File: src/rtl/core/nss_pkg.sv
// Package for the nearest site search block: sizes, command codes, helpers.
// No dependencies.
`timescale 1ns / 1ps

package nss_pkg;

    localparam int MAX_SITES = 16;
    localparam int IDX_W     = (MAX_SITES > 1) ? $clog2(MAX_SITES) : 1;
    localparam int CNT_W     = $clog2(MAX_SITES + 1);
    localparam int OUT_IDX_W = 4;
    localparam int CMD_W     = 2;
    localparam int COORD_W   = 16;
    localparam int DIFF_W    = COORD_W + 1;
    localparam int SQ_W      = 2 * COORD_W;
    localparam int DIST_W    = SQ_W + 1;

    typedef logic [CMD_W-1:0]     t_cmd;
    typedef logic [CNT_W-1:0]     t_cnt;
    typedef logic [OUT_IDX_W-1:0] t_out_idx;
    typedef logic [DIST_W-1:0]    t_dist;

    localparam t_cmd CMD_CLEAR  = 2'd0;
    localparam t_cmd CMD_APPEND = 2'd1;
    localparam t_cmd CMD_QUERY  = 2'd2;

    // Low bits of a site number as shown on the result port.
    function automatic t_out_idx to_out_idx(t_cnt v);
        logic [CNT_W+OUT_IDX_W-1:0] w;
        w = {{OUT_IDX_W{1'b0}}, v};
        return w[OUT_IDX_W-1:0];
    endfunction

endpackage

File: src/rtl/core/nearest_site_search.sv
// Nearest site search: site table plus a squared-distance scan over it.
// One shared squarer walks the stored sites under a small sequencer.
// Depends on nss_pkg.
//
//   channel   valid        ready        word
//   input     i_in_valid   o_in_ready   i_command, i_coord_x, i_coord_y
//   output    o_out_valid  i_out_ready  o_answered, o_found, o_nearest_index,
//                                       o_nearest_distance, o_table_full
//
// Clear, append, unused commands and empty-table queries go from S_IDLE to S_DONE;
// the result register loads in S_DONE once the output register is free.
// Query over n > 0 stored sites: after S_RD, each site uses the squarer
// twice (x then y) plus one add-and-compare step, reading the site memory once.
// Reset (synchronous, active low) empties the table; site memory is not cleared.
// New words are taken only in S_IDLE. A waiting result does not block accepting the next word; the sequencer only
// stalls at its last step until the output register is free.
`timescale 1ns / 1ps

module nearest_site_search (
    input  logic                   i_clk,
    input  logic                   i_rst_n,
    input  logic                   i_in_valid,
    output logic                   o_in_ready,
    input  nss_pkg::t_cmd          i_command,
    input  logic signed [15:0]     i_coord_x,
    input  logic signed [15:0]     i_coord_y,
    output logic                   o_out_valid,
    input  logic                   i_out_ready,
    output logic                   o_answered,
    output logic                   o_found,
    output nss_pkg::t_out_idx      o_nearest_index,
    output nss_pkg::t_dist         o_nearest_distance,
    output logic                   o_table_full
);
    import nss_pkg::*;

    localparam logic [2:0] S_IDLE = 3'd0;
    localparam logic [2:0] S_RD   = 3'd1;
    localparam logic [2:0] S_SQX  = 3'd2;
    localparam logic [2:0] S_SQY  = 3'd3;
    localparam logic [2:0] S_CMP  = 3'd4;
    localparam logic [2:0] S_DONE = 3'd5;

    logic [2:0]               r_state, n_state;
    t_cnt                     r_count, n_count;
    t_cnt                     r_idx, n_idx;
    logic [2*COORD_W-1:0]     r_mem [MAX_SITES];
    logic [2*COORD_W-1:0]     r_rd_data;
    logic signed [COORD_W-1:0] r_qx, r_qy;
    logic [SQ_W-1:0]          r_sq_x, r_sq_y;
    logic                     r_answered, r_found, r_full;
    t_out_idx                 r_best_idx;
    t_dist                    r_best_dist;

    logic                     w_accept, w_append_ok, w_out_free, w_better;
    logic signed [DIFF_W-1:0] w_dx, w_dy, w_op;
    logic signed [2*DIFF_W-1:0] w_prod;
    logic [SQ_W-1:0]          w_sq;
    t_dist                    w_dist;

    assign o_in_ready  = (r_state == S_IDLE);
    assign w_accept    = i_in_valid && o_in_ready;
    assign w_append_ok = (i_command == CMD_APPEND) && (r_count < t_cnt'(MAX_SITES));
    assign w_out_free  = !o_out_valid || i_out_ready;

    // Shared squarer: x difference in S_SQX, y difference otherwise.
    assign w_dx   = $signed({r_rd_data[2*COORD_W-1], r_rd_data[2*COORD_W-1:COORD_W]})
                  - $signed({r_qx[COORD_W-1], r_qx});
    assign w_dy   = $signed({r_rd_data[COORD_W-1], r_rd_data[COORD_W-1:0]})
                  - $signed({r_qy[COORD_W-1], r_qy});
    assign w_op   = (r_state == S_SQX) ? w_dx : w_dy;
    assign w_prod = w_op * w_op;
    assign w_sq   = w_prod[SQ_W-1:0];
    assign w_dist = {1'b0, r_sq_x} + {1'b0, r_sq_y};
    assign w_better = !r_found || (w_dist < r_best_dist);

    always_comb begin
        n_state = r_state;
        n_count = r_count;
        n_idx   = r_idx;
        unique case (r_state)
            S_IDLE: begin
                if (w_accept) begin
                    n_state = S_DONE;
                    n_idx   = '0;
                    if (i_command == CMD_CLEAR) begin
                        n_count = '0;
                    end else if (w_append_ok) begin
                        n_count = r_count + t_cnt'(1);
                    end else if (i_command == CMD_QUERY && r_count != '0) begin
                        n_state = S_RD;
                    end
                end
            end
            S_RD:  n_state = S_SQX;
            S_SQX: n_state = S_SQY;
            S_SQY: begin
                n_state = S_CMP;
                n_idx   = r_idx + t_cnt'(1);
            end
            S_CMP: n_state = (r_idx == r_count) ? S_DONE : S_SQX;
            S_DONE: begin
                if (w_out_free) begin
                    n_state = S_IDLE;
                end
            end
            default: n_state = S_IDLE;
        endcase
    end

    always_ff @(posedge i_clk) begin
        if (!i_rst_n) begin
            r_state     <= S_IDLE;
            r_count     <= '0;
            r_idx       <= '0;
            o_out_valid <= 1'b0;
        end else begin
            r_state <= n_state;
            r_count <= n_count;
            r_idx   <= n_idx;
            if (r_state == S_DONE && w_out_free) begin
                o_out_valid <= 1'b1;
            end else if (i_out_ready) begin
                o_out_valid <= 1'b0;
            end
        end
    end

    // Site memory: one write port, one registered read port.
    always_ff @(posedge i_clk) begin
        if (w_accept && w_append_ok) begin
            r_mem[r_count[IDX_W-1:0]] <= {i_coord_x, i_coord_y};
        end
        r_rd_data <= r_mem[r_idx[IDX_W-1:0]];
    end

    // Working result and datapath registers.
    always_ff @(posedge i_clk) begin
        if (w_accept) begin
            r_qx        <= i_coord_x;
            r_qy        <= i_coord_y;
            r_answered  <= (i_command == CMD_QUERY);
            r_found     <= 1'b0;
            r_full      <= (i_command == CMD_APPEND) && !w_append_ok;
            r_best_idx  <= w_append_ok ? to_out_idx(r_count) : '0;
            r_best_dist <= '0;
        end
        if (r_state == S_SQX) begin
            r_sq_x <= w_sq;
        end
        if (r_state == S_SQY) begin
            r_sq_y <= w_sq;
        end
        if (r_state == S_CMP && w_better) begin
            r_found     <= 1'b1;
            r_best_dist <= w_dist;
            r_best_idx  <= to_out_idx(r_idx - t_cnt'(1));
        end
        if (r_state == S_DONE && w_out_free) begin
            o_answered         <= r_answered;
            o_found            <= r_found;
            o_nearest_index    <= r_best_idx;
            o_nearest_distance <= r_best_dist;
            o_table_full       <= r_full;
        end
    end

endmodule

File: config.mk
export PLATFORM = sky130hd
export DESIGN_NAME = nearest_site_search
export DESIGN_NICKNAME = d
export VERILOG_FILES = /design/src/rtl/core/nss_pkg.sv /design/src/rtl/core/nearest_site_search.sv
export SDC_FILE = /design/constraint.sdc
export NUM_CORES = 1
export LEC_CHECK = 0
export ABC_AREA = 1
export BUFFER_PORTS_ARGS = -buffer_cell sky130_fd_sc_hd__buf_2
export CAP_MARGIN = 20
export CORE_ASPECT_RATIO = 0.5
export CORE_UTILIZATION = 64
export DETAILED_ROUTE_END_ITERATION = 10
export MAX_ROUTING_LAYER = met4
export PLACE_DENSITY = 0.81
export SYNTH_ARGS = -nofsm -noshare
export SYNTH_HDL_FRONTEND = slang
export SYNTH_SLANG_ARGS = --single-unit
File: constraint.sdc
create_clock -name i_clk -period 7.9 [get_ports i_clk]
set_input_delay 1.58 -clock i_clk [delete_from_list [all_inputs] [get_ports i_clk]]
set_output_delay 1.58 -clock i_clk [all_outputs]
set_load 0.005 [all_outputs]
==> results by group, run 1 <==
Run status
  – Status: complete, no violations

Logic synthesis
  – Mapped Cells: 3,814
  – Distinct cells, synth: 51
  – Synthesized cell area: 0.0413 mm²
  – XOR/XNOR share of the synthesized area: 1.31%
  – Post-Synth Simple-Gate Area: 12.1%
  – Largest family of logic cells by synthesized area: adder cells
  – Compound-gate portion of the synthesized area: 9.68%
  – Sequential share of the synthesized area: 52.0%
  – Area share of fa/ha/maj cells after synthesis: 18.1%
  – Post-synth EDFFs: 685
  – YS warnings: 0
  – Mean Syn Cell Area: 10.8 µm²
  – Mux cell area share after synthesis: 0%
  – Ys async rst share: 0%
  – Syn Nets: 4,294
  – Seq cells post-synth: 732
  – Primary FF master, synth: edfxtp_1

Timing
  – Post-Route Skew: 0.0469 ns
  – Period utilization: 93.4%
  – RSZ-0062 raised after global routing: no
  – Final TNS setup: 0 ns
  – Max Slew Vio Count: 0
  – Slew HR: 27.2%
  – Final WS setup: 0.522 ns
  – Post-layout min period: 7.38 ns
  – Tightest Pin Transition: 1.09 ns
  – Final setup fails: 0
  – Final hold vios: 0
  – Max Freq: 136 MHz

GRT
  – Initial antenna violation count: 2
  – First-pass GRT wire length: 159,000 µm
  – Global-route usage over all layers: 32.5%
  – Total global routing overflow: 0
  – Vias in the first global route: 29.1k
  – Largest net degree at the start of global routing: 109

Cells and area
  – Most frequent cells in the layout: edfxtp_1 (685), inv_1 (547), nor2_1 (489)
  – Share of cells above drive strength 1: 8.57%
  – Synthesis-to-layout area growth: 8.35%
  – Leading cell type in the layout, fill and taps excluded: edfxtp_1
  – FILL cells: 4,424
  – Final net count: 4,348

Place
  – # port buffers: 79
  – Pre-CTS setup slack: 0.352 ns
  – Routability cong.: 0.977
  – HPWL after DPL: 66,900 µm

Worst setup path
  – Req. time, crit path: 8.33 ns
  – CP max stage delay: 0.56 ns
  – Type of the worst setup path: flop to flop
  – Worst-path fanout max: 9
  – Worst r2r src: r_rd_data[16]
  – Cell mode on critical path: inv_1
  – Worst reg-to-reg path cell count: 34
  – Crit-path slowest cell: fa_1
  – RR Endpoint: r_sq_y[24]
  – Reg-to-reg slack, setup: 0.52 ns
  – Worst path arrival time: 7.80 ns
  – Critical Path Source Type: flop
  – Nature of the critical path endpoint: flop

Die
  – I/O pins: 80
  – Core Rows: 65
  – Die Ht: 182 µm
  – Die area: 0.0657 mm²
  – Starting Density: 65.2%
  – Placeable Area: 0.0634 mm²
  – Die Width: 361 µm

Drt
  – Vias/cell: 6.03
  – Routed via count: 28.7k
  – Initial DRT Pass Iterations: 5
  – Wire length per cell: 21.3 µm
  – Drc violations: 0
  – Final WL: 101,000 µm
  – Final ANT Viol Nets: 0
  – DRT iter0 DRCs: 3,177

Hold path
  – Hold path endpoint: o_nearest_index[1]
  – Hold path depth: 0
  – Hold Startpoint: r_best_idx[1]
  – HP Class: flop to flop

Clock tree
  – CTS tree: yes
  – Clk_lat worst skew: 0.68 ns
  – Clk buf depth: 3
  – Root buf cell: clkbuf_16
  – H-Tree Depth: 2
  – Clock-pin transition on the worst setup and hold timing paths: 0.07 ns
  – CTS sink cnt: 732
  – Postcts setup bufs: 0
  – Total CTS buffers: 61
  – Hold-fix buffers, CTS: 0

Job
  – # Max-Cap Violations: 0
final cells by class:
type	count	area (µm²)	share of cell area [%]
diodes	1	2.50	0.00559
flip-flops and latches	732	21500	48.1
multi-input cells	2368	17200	38.3
repair buffers	126	761	1.70
clock buffers	90	1750	3.90
clock inverters	26	362	0.807
well taps	837	1050	2.34
inverters	579	2190	4.88
registers in the layout (all words and copies together) (netlist names), 3 cells and up:
signal	flops
r_mem	512
r_qy	16
r_qx	16
r_sq_y	31
r_idx	5
o_nearest_distance	33
r_count	5
o_nearest_index	4
r_state	3
r_rd_data	32
r_best_idx	4
r_best_dist	33
r_sq_x	31
metrics by stage:
| step | area [µm²] | utilization (%) | hold WS (ns) | cells |
|---|---|---|---|---|
| after floorplan | 41300 | - | 0.400 | 3814 |
| after global placement | 42600 | 67.2 | 0.403 | 4641 |
| after detailed placement | 42600 | 67.2 | 0.414 | 4641 |
| after CTS | 44800 | 70.6 | 0.422 | 4757 |
| after global routing | 44800 | 70.6 | 0.427 | 4759 |
| final | 44800 | 70.6 | 0.419 | 4759 |
how the worst max path moves through the flow:
| stage | from | cells past startpoint | slack [ns] | endpoint |
|---|---|---|---|---|
| after floorplan | r_rd_data[16] | 34 | 1.28 | r_sq_x[30] |
| after global placement | r_state[2] | 24 | 0.51 | r_sq_y[29] |
| after detailed placement | r_rd_data[16] | 30 | 0.35 | r_sq_x[29] |
| after CTS | r_rd_data[16] | 30 | 0.37 | r_sq_x[29] |
| after global routing | r_rd_data[16] | 33 | 0.04 | r_sq_x[30] |
| final | r_rd_data[16] | 34 | 0.52 | r_sq_y[24] |
worst max-delay path: cells and delay by family (launching register included):
kind            cells  cell delay [ns]
buf+inv             9             0.76
simple gates       10             1.10
xor+xnor            1             0.11
flops               1             0.32
compound gates      5             0.92
fa+ha+maj           9             3.93
logic make-up after synthesis:
family | count (synthesis)
AO/OA/AOI/OAI | 666
XOR/XNOR | 62
adder cells (fa/ha/maj) | 442
buffers and inverters | 714
flip-flops | 732
AND/OR/NAND/NOR | 1198
timing repair:
| action | in CTS | in global routing |
|---|---|---|
| resized for setup | 0 | 4 |
| setup endpoints to repair | 0 | 6 |
| hold endpoints to repair | 0 | 0 |
cell usage after synthesis (7+ instances only):
cell / n / area (µm²)
inv_1: 548 / 2060
xnor2_1: 20 / 175
nand2_2: 14 / 87.6
inv_2: 27 / 101
nand3b_1: 7 / 52.6
clkbuf_1: 84 / 315
dfxtp_1: 47 / 941
ha_1: 182 / 2280
o221ai_1: 101 / 885
edfxtp_1: 685 / 20600
a21oi_1: 127 / 636
o21ai_1: 15 / 75.1
fa_1: 260 / 5200
nor2_1: 506 / 1900
a21oi_2: 8 / 70.1
o21ai_0: 307 / 1540
nand4_1: 19 / 119
nor3_1: 18 / 90.1
nor2_4: 13 / 146
buf_1: 8 / 30.0
buf_2: 28 / 140
buf_4: 8 / 60.1
nand2_1: 469 / 1760
o22ai_1: 27 / 169
o21bai_1: 13 / 97.6
xor2_1: 42 / 368
nor2_2: 9 / 56.3
nand3_1: 117 / 586
a21o_1: 10 / 75.1
o211ai_1: 30 / 225
metal layers:
layer / wire, µm / up-vias / track usage (%)
li1: - / 13000 / -
met1: 40000 / 14000 / 42.8
met2: 48800 / 1491 / 52.4
met3: 9090 / 247 / 4.25
met4: 3440 / 0 / 11.5
met5: 0 / - / -
Power of run 1 is left out: the tool's default activity adds up to more than one toggle a clock period on the data nets, which glitch-free logic cannot reach.
==> inputs of run 2 (changes only) <==
- ABC_AREA: 1 -> 0
==> run 2 against run 1 <==
Compared with the run above:
- the flow now finishes with violations (negative setup slack)
- setup slack got worse by 0.74 ns
- non-clock buffer count grew 157
- utilization up 4.5 points
- routed wire length decreased by 5.4%
- count of clock-buffer cells in the layout decreased by 18
- flip-flop and latch count is the same
- critical endpoint is now r_sq_x[28]
- via count shrank 18%
- cell area is 0.77% higher
==> results by group, run 2 <==
Die
  – Die Ht: 178 µm (-2.3%)
  – Die area: 0.0627 mm² (-4.5%)
  – I/O pins: 80 (unchanged)
  – Die Width: 353 µm (-2.3%)
  – Placeable Area: 0.0601 mm² (-5.3%)
  – Core Rows: 63 (-3.1%)
  – Starting Density: 65.7% (+0.51 points)

Worst setup path
  – Worst r2r src: r_qx[0]
  – Worst path arrival time: 8.56 ns (+0.76 ns)
  – Worst path bufs/invs: 7 (-2)
  – Reg-to-reg slack, setup: -0.22 ns (-0.74 ns)
  – CP max stage delay: 0.56 ns (about the same)
  – Req. time, crit path: 8.34 ns (about the same)
  – Worst-path fanout max: 4 (-5)
  – RR Endpoint: r_sq_x[28]
  – Nature of the critical path endpoint: flop
  – Critical Path Source Type: flop
  – Crit-path slowest cell: fa_1
  – Cell mode on critical path: fa_1
  – Worst reg-to-reg path cell count: 33 (-2.9%)
  – CP delay by family, top: adder cells
  – Type of the worst setup path: flop to flop

Logic synthesis
  – Sequential share of the synthesized area: 54.5% (+2.5 points)
  – Largest cells by area after synthesis: edfxtp_1 (52%), fa_1 (13%), mux4_2 (9.1%), ha_1 (5.8%), inv_1 (3.6%)
  – Syn Nets: 3,133 (-27%)
  – Largest area contributor in the netlist: edfxtp_1
  – Synth top area share: 52.1% (+2.4 points)
  – Top post-synthesis cells by count: edfxtp_1 (685), inv_1 (380), fa_1 (260), ha_1 (182), mux4_2 (160)
  – Ys async rst share: 0% (unchanged)
  – Primary FF master, synth: edfxtp_1
  – Mean Syn Cell Area: 14.9 µm² (+37%)
  – Most common cell in the netlist: edfxtp_1
  – Mapped Cells: 2,653 (-30%)
  – Distinct cells, synth: 78 (+53%)
  – Post-synth EDFFs: 685 (unchanged)
  – YS warnings: 0 (unchanged)
  – Synthesized cell area: 0.0394 mm² (-4.6%)
  – Seq cells post-synth: 732 (unchanged)

Timing
  – Tightest Pin Transition: 1.10 ns (+0.00685 ns)
  – Post-Route Skew: 0.0464 ns (-0.000528 ns)
  – RSZ-0062 raised after global routing: yes
  – Post-layout min period: 8.12 ns (+0.739 ns)
  – Max Freq: 123 MHz (-9.1%)
  – Final TNS setup: -2.00 ns (-2.00 ns)
  – Slew HR: 26.8% (-0.46 points)
  – Final setup fails: 14 (+14)
  – Final hold vios: 0 (unchanged)
  – Max Slew Vio Count: 0 (unchanged)
  – Final WS setup: -0.217 ns (-0.739 ns)
  – Period utilization: 103% (+9.4 points)

Hold path
  – Hold path endpoint: o_nearest_index[3]
  – HP Class: flop to flop
  – Hold path depth: 0 (unchanged)
  – Hold Startpoint: r_best_idx[3]

Clock tree
  – Hold-fix buffers, CTS: 0 (unchanged)
  – Clk buf depth: 3 (unchanged)
  – CTS tree: yes
  – CTS sink cnt: 732 (unchanged)
  – Clock-pin transition on the worst setup and hold timing paths: 0.08 ns (about the same)
  – Total CTS buffers: 59 (-3.3%)
  – Root buf cell: clkbuf_16
  – H-Tree Depth: 2 (unchanged)
  – Clk_lat worst skew: 0.65 ns (-0.03 ns)

Run status
  – Status: finished, violations left
  – Failing checks: negative setup slack

Drt
  – Final WL: 95,900 µm (-5.4%)
  – Wire length per cell: 25.4 µm (+19%)
  – Initial DRT Pass Iterations: 5 (unchanged)
  – DRT iter0 DRCs: 2,802 (-12%)
  – Routed via count: 23.4k (-18%)
  – Drc violations: 0 (unchanged)
  – Vias/cell: 6.21 (+2.8%)
  – Final ANT Viol Nets: 0 (unchanged)

Place
  – HPWL after DPL: 57,700 µm (-14%)
  – # port buffers: 79 (unchanged)
  – Routability cong.: 0.954 (-2.4%)

Job
  – # Max-Cap Violations: 0 (unchanged)

GRT
  – Vias in the first global route: 24.0k (-17%)
  – Largest net degree at the start of global routing: 70 (-36%)
  – Global-route usage over all layers: 31.0% (-1.4 points)
  – Total global routing overflow: 0 (unchanged)
  – First-pass GRT wire length: 141,000 µm (-12%)
  – Initial antenna violation count: 1 (-1)

Cells and area
  – Largest register FFs: 512 (unchanged)
  – Share of cells above drive strength 1: 24.5% (+16 points)
  – Final net count: 3,394 (-22%)
  – Leading cell type in the layout, fill and taps excluded: edfxtp_1
  – Synthesis-to-layout area growth: 14.4%
  – Most frequent cells in the layout: edfxtp_1 (685), inv_1 (367), fa_1 (255)
[run 2: cell types whose count changed after synthesis, sizes merged, moves of 54 or more]
cell    delta
mux4     +160
xnor2     +54
o221ai   -100
nand2    -343
nand3    -100
nor2     -382
o21ai    -265
a21oi     -58
inv      -192
[run 2: layer usage]
metal | up-vias | share of wire, % | global-route usage (%)
met5 | - | 0 | -
met4 | 0 | 3.8 | 10.8
met3 | 280 | 8.8 | 5.15
met2 | 1318 | 48 | 49.3
met1 | 11800 | 39 | 41.4
li1 | 10000 | - | -
[run 2: kinds of logic after synthesis]
group                    count (synthesis)  synth area share, %
flip-flops                             732                 54.5
buffers and inverters                  471                 4.55
adder cells (fa/ha/maj)                442                 19.0
AND/OR/NAND/NOR                        435                 4.98
AO/OA/AOI/OAI                          300                 5.25
multiplexers                           171                 9.46
XOR/XNOR                               102                 2.26
[run 2: area by class of cell]
| class | instances | area, µm² |
|---|---|---|
| Tap cell | 812 | 1020 |
| Inverter | 388 | 1460 |
| Clock inverter | 37 | 551 |
| Timing Repair Buffer | 283 | 2000 |
| Clock buffer | 72 | 1590 |
| Sequential cell | 732 | 21500 |
| Multi-Input combinational cell | 1450 | 17000 |
| Antenna cell | 2 | 5.00 |
| Fill cell | 3521 | 14900 |
[run 2: repair_timing]
item	4_1_cts	5_1_grt
endpoints found under the hold margin	0	0
resized for setup	49	133
pin swaps	16	72
setup buffers	1	22
setup endpoints to repair	20	22
[run 2: worst max path at each step]
stage / depth (start not counted) / to / startpoint / slack, ns
after floorplan: 33 / r_sq_x[27] / r_rd_data[0] / 0.04
after global placement: 33 / r_sq_x[31] / r_rd_data[0] / -0.07
final: 33 / r_sq_x[28] / r_qx[0] / -0.22
after CTS: 32 / r_sq_x[28] / r_rd_data[16] / 0.003
after global routing: 33 / r_sq_x[28] / r_qx[0] / -0.47
after detailed placement: 30 / r_sq_x[30] / r_rd_data[0] / -0.29
[run 2: metrics by stage]
stage,instances,setup slack (ns),area [µm²],utilization [%],hold slack [ns]
6_report,3776,-0.217,45100,75.1,0.421
5_1_grt,3775,-0.469,45100,75.1,0.424
4_1_cts,3751,0.00341,44400,73.8,0.422
3_5_place_dp,3641,-0.293,42000,70.0,0.405
3_3_place_gp,3641,-0.0662,42000,70.0,0.404
2_1_floorplan,2653,0.0357,39500,-,0.400
Power of run 2 is left out for the same reason.
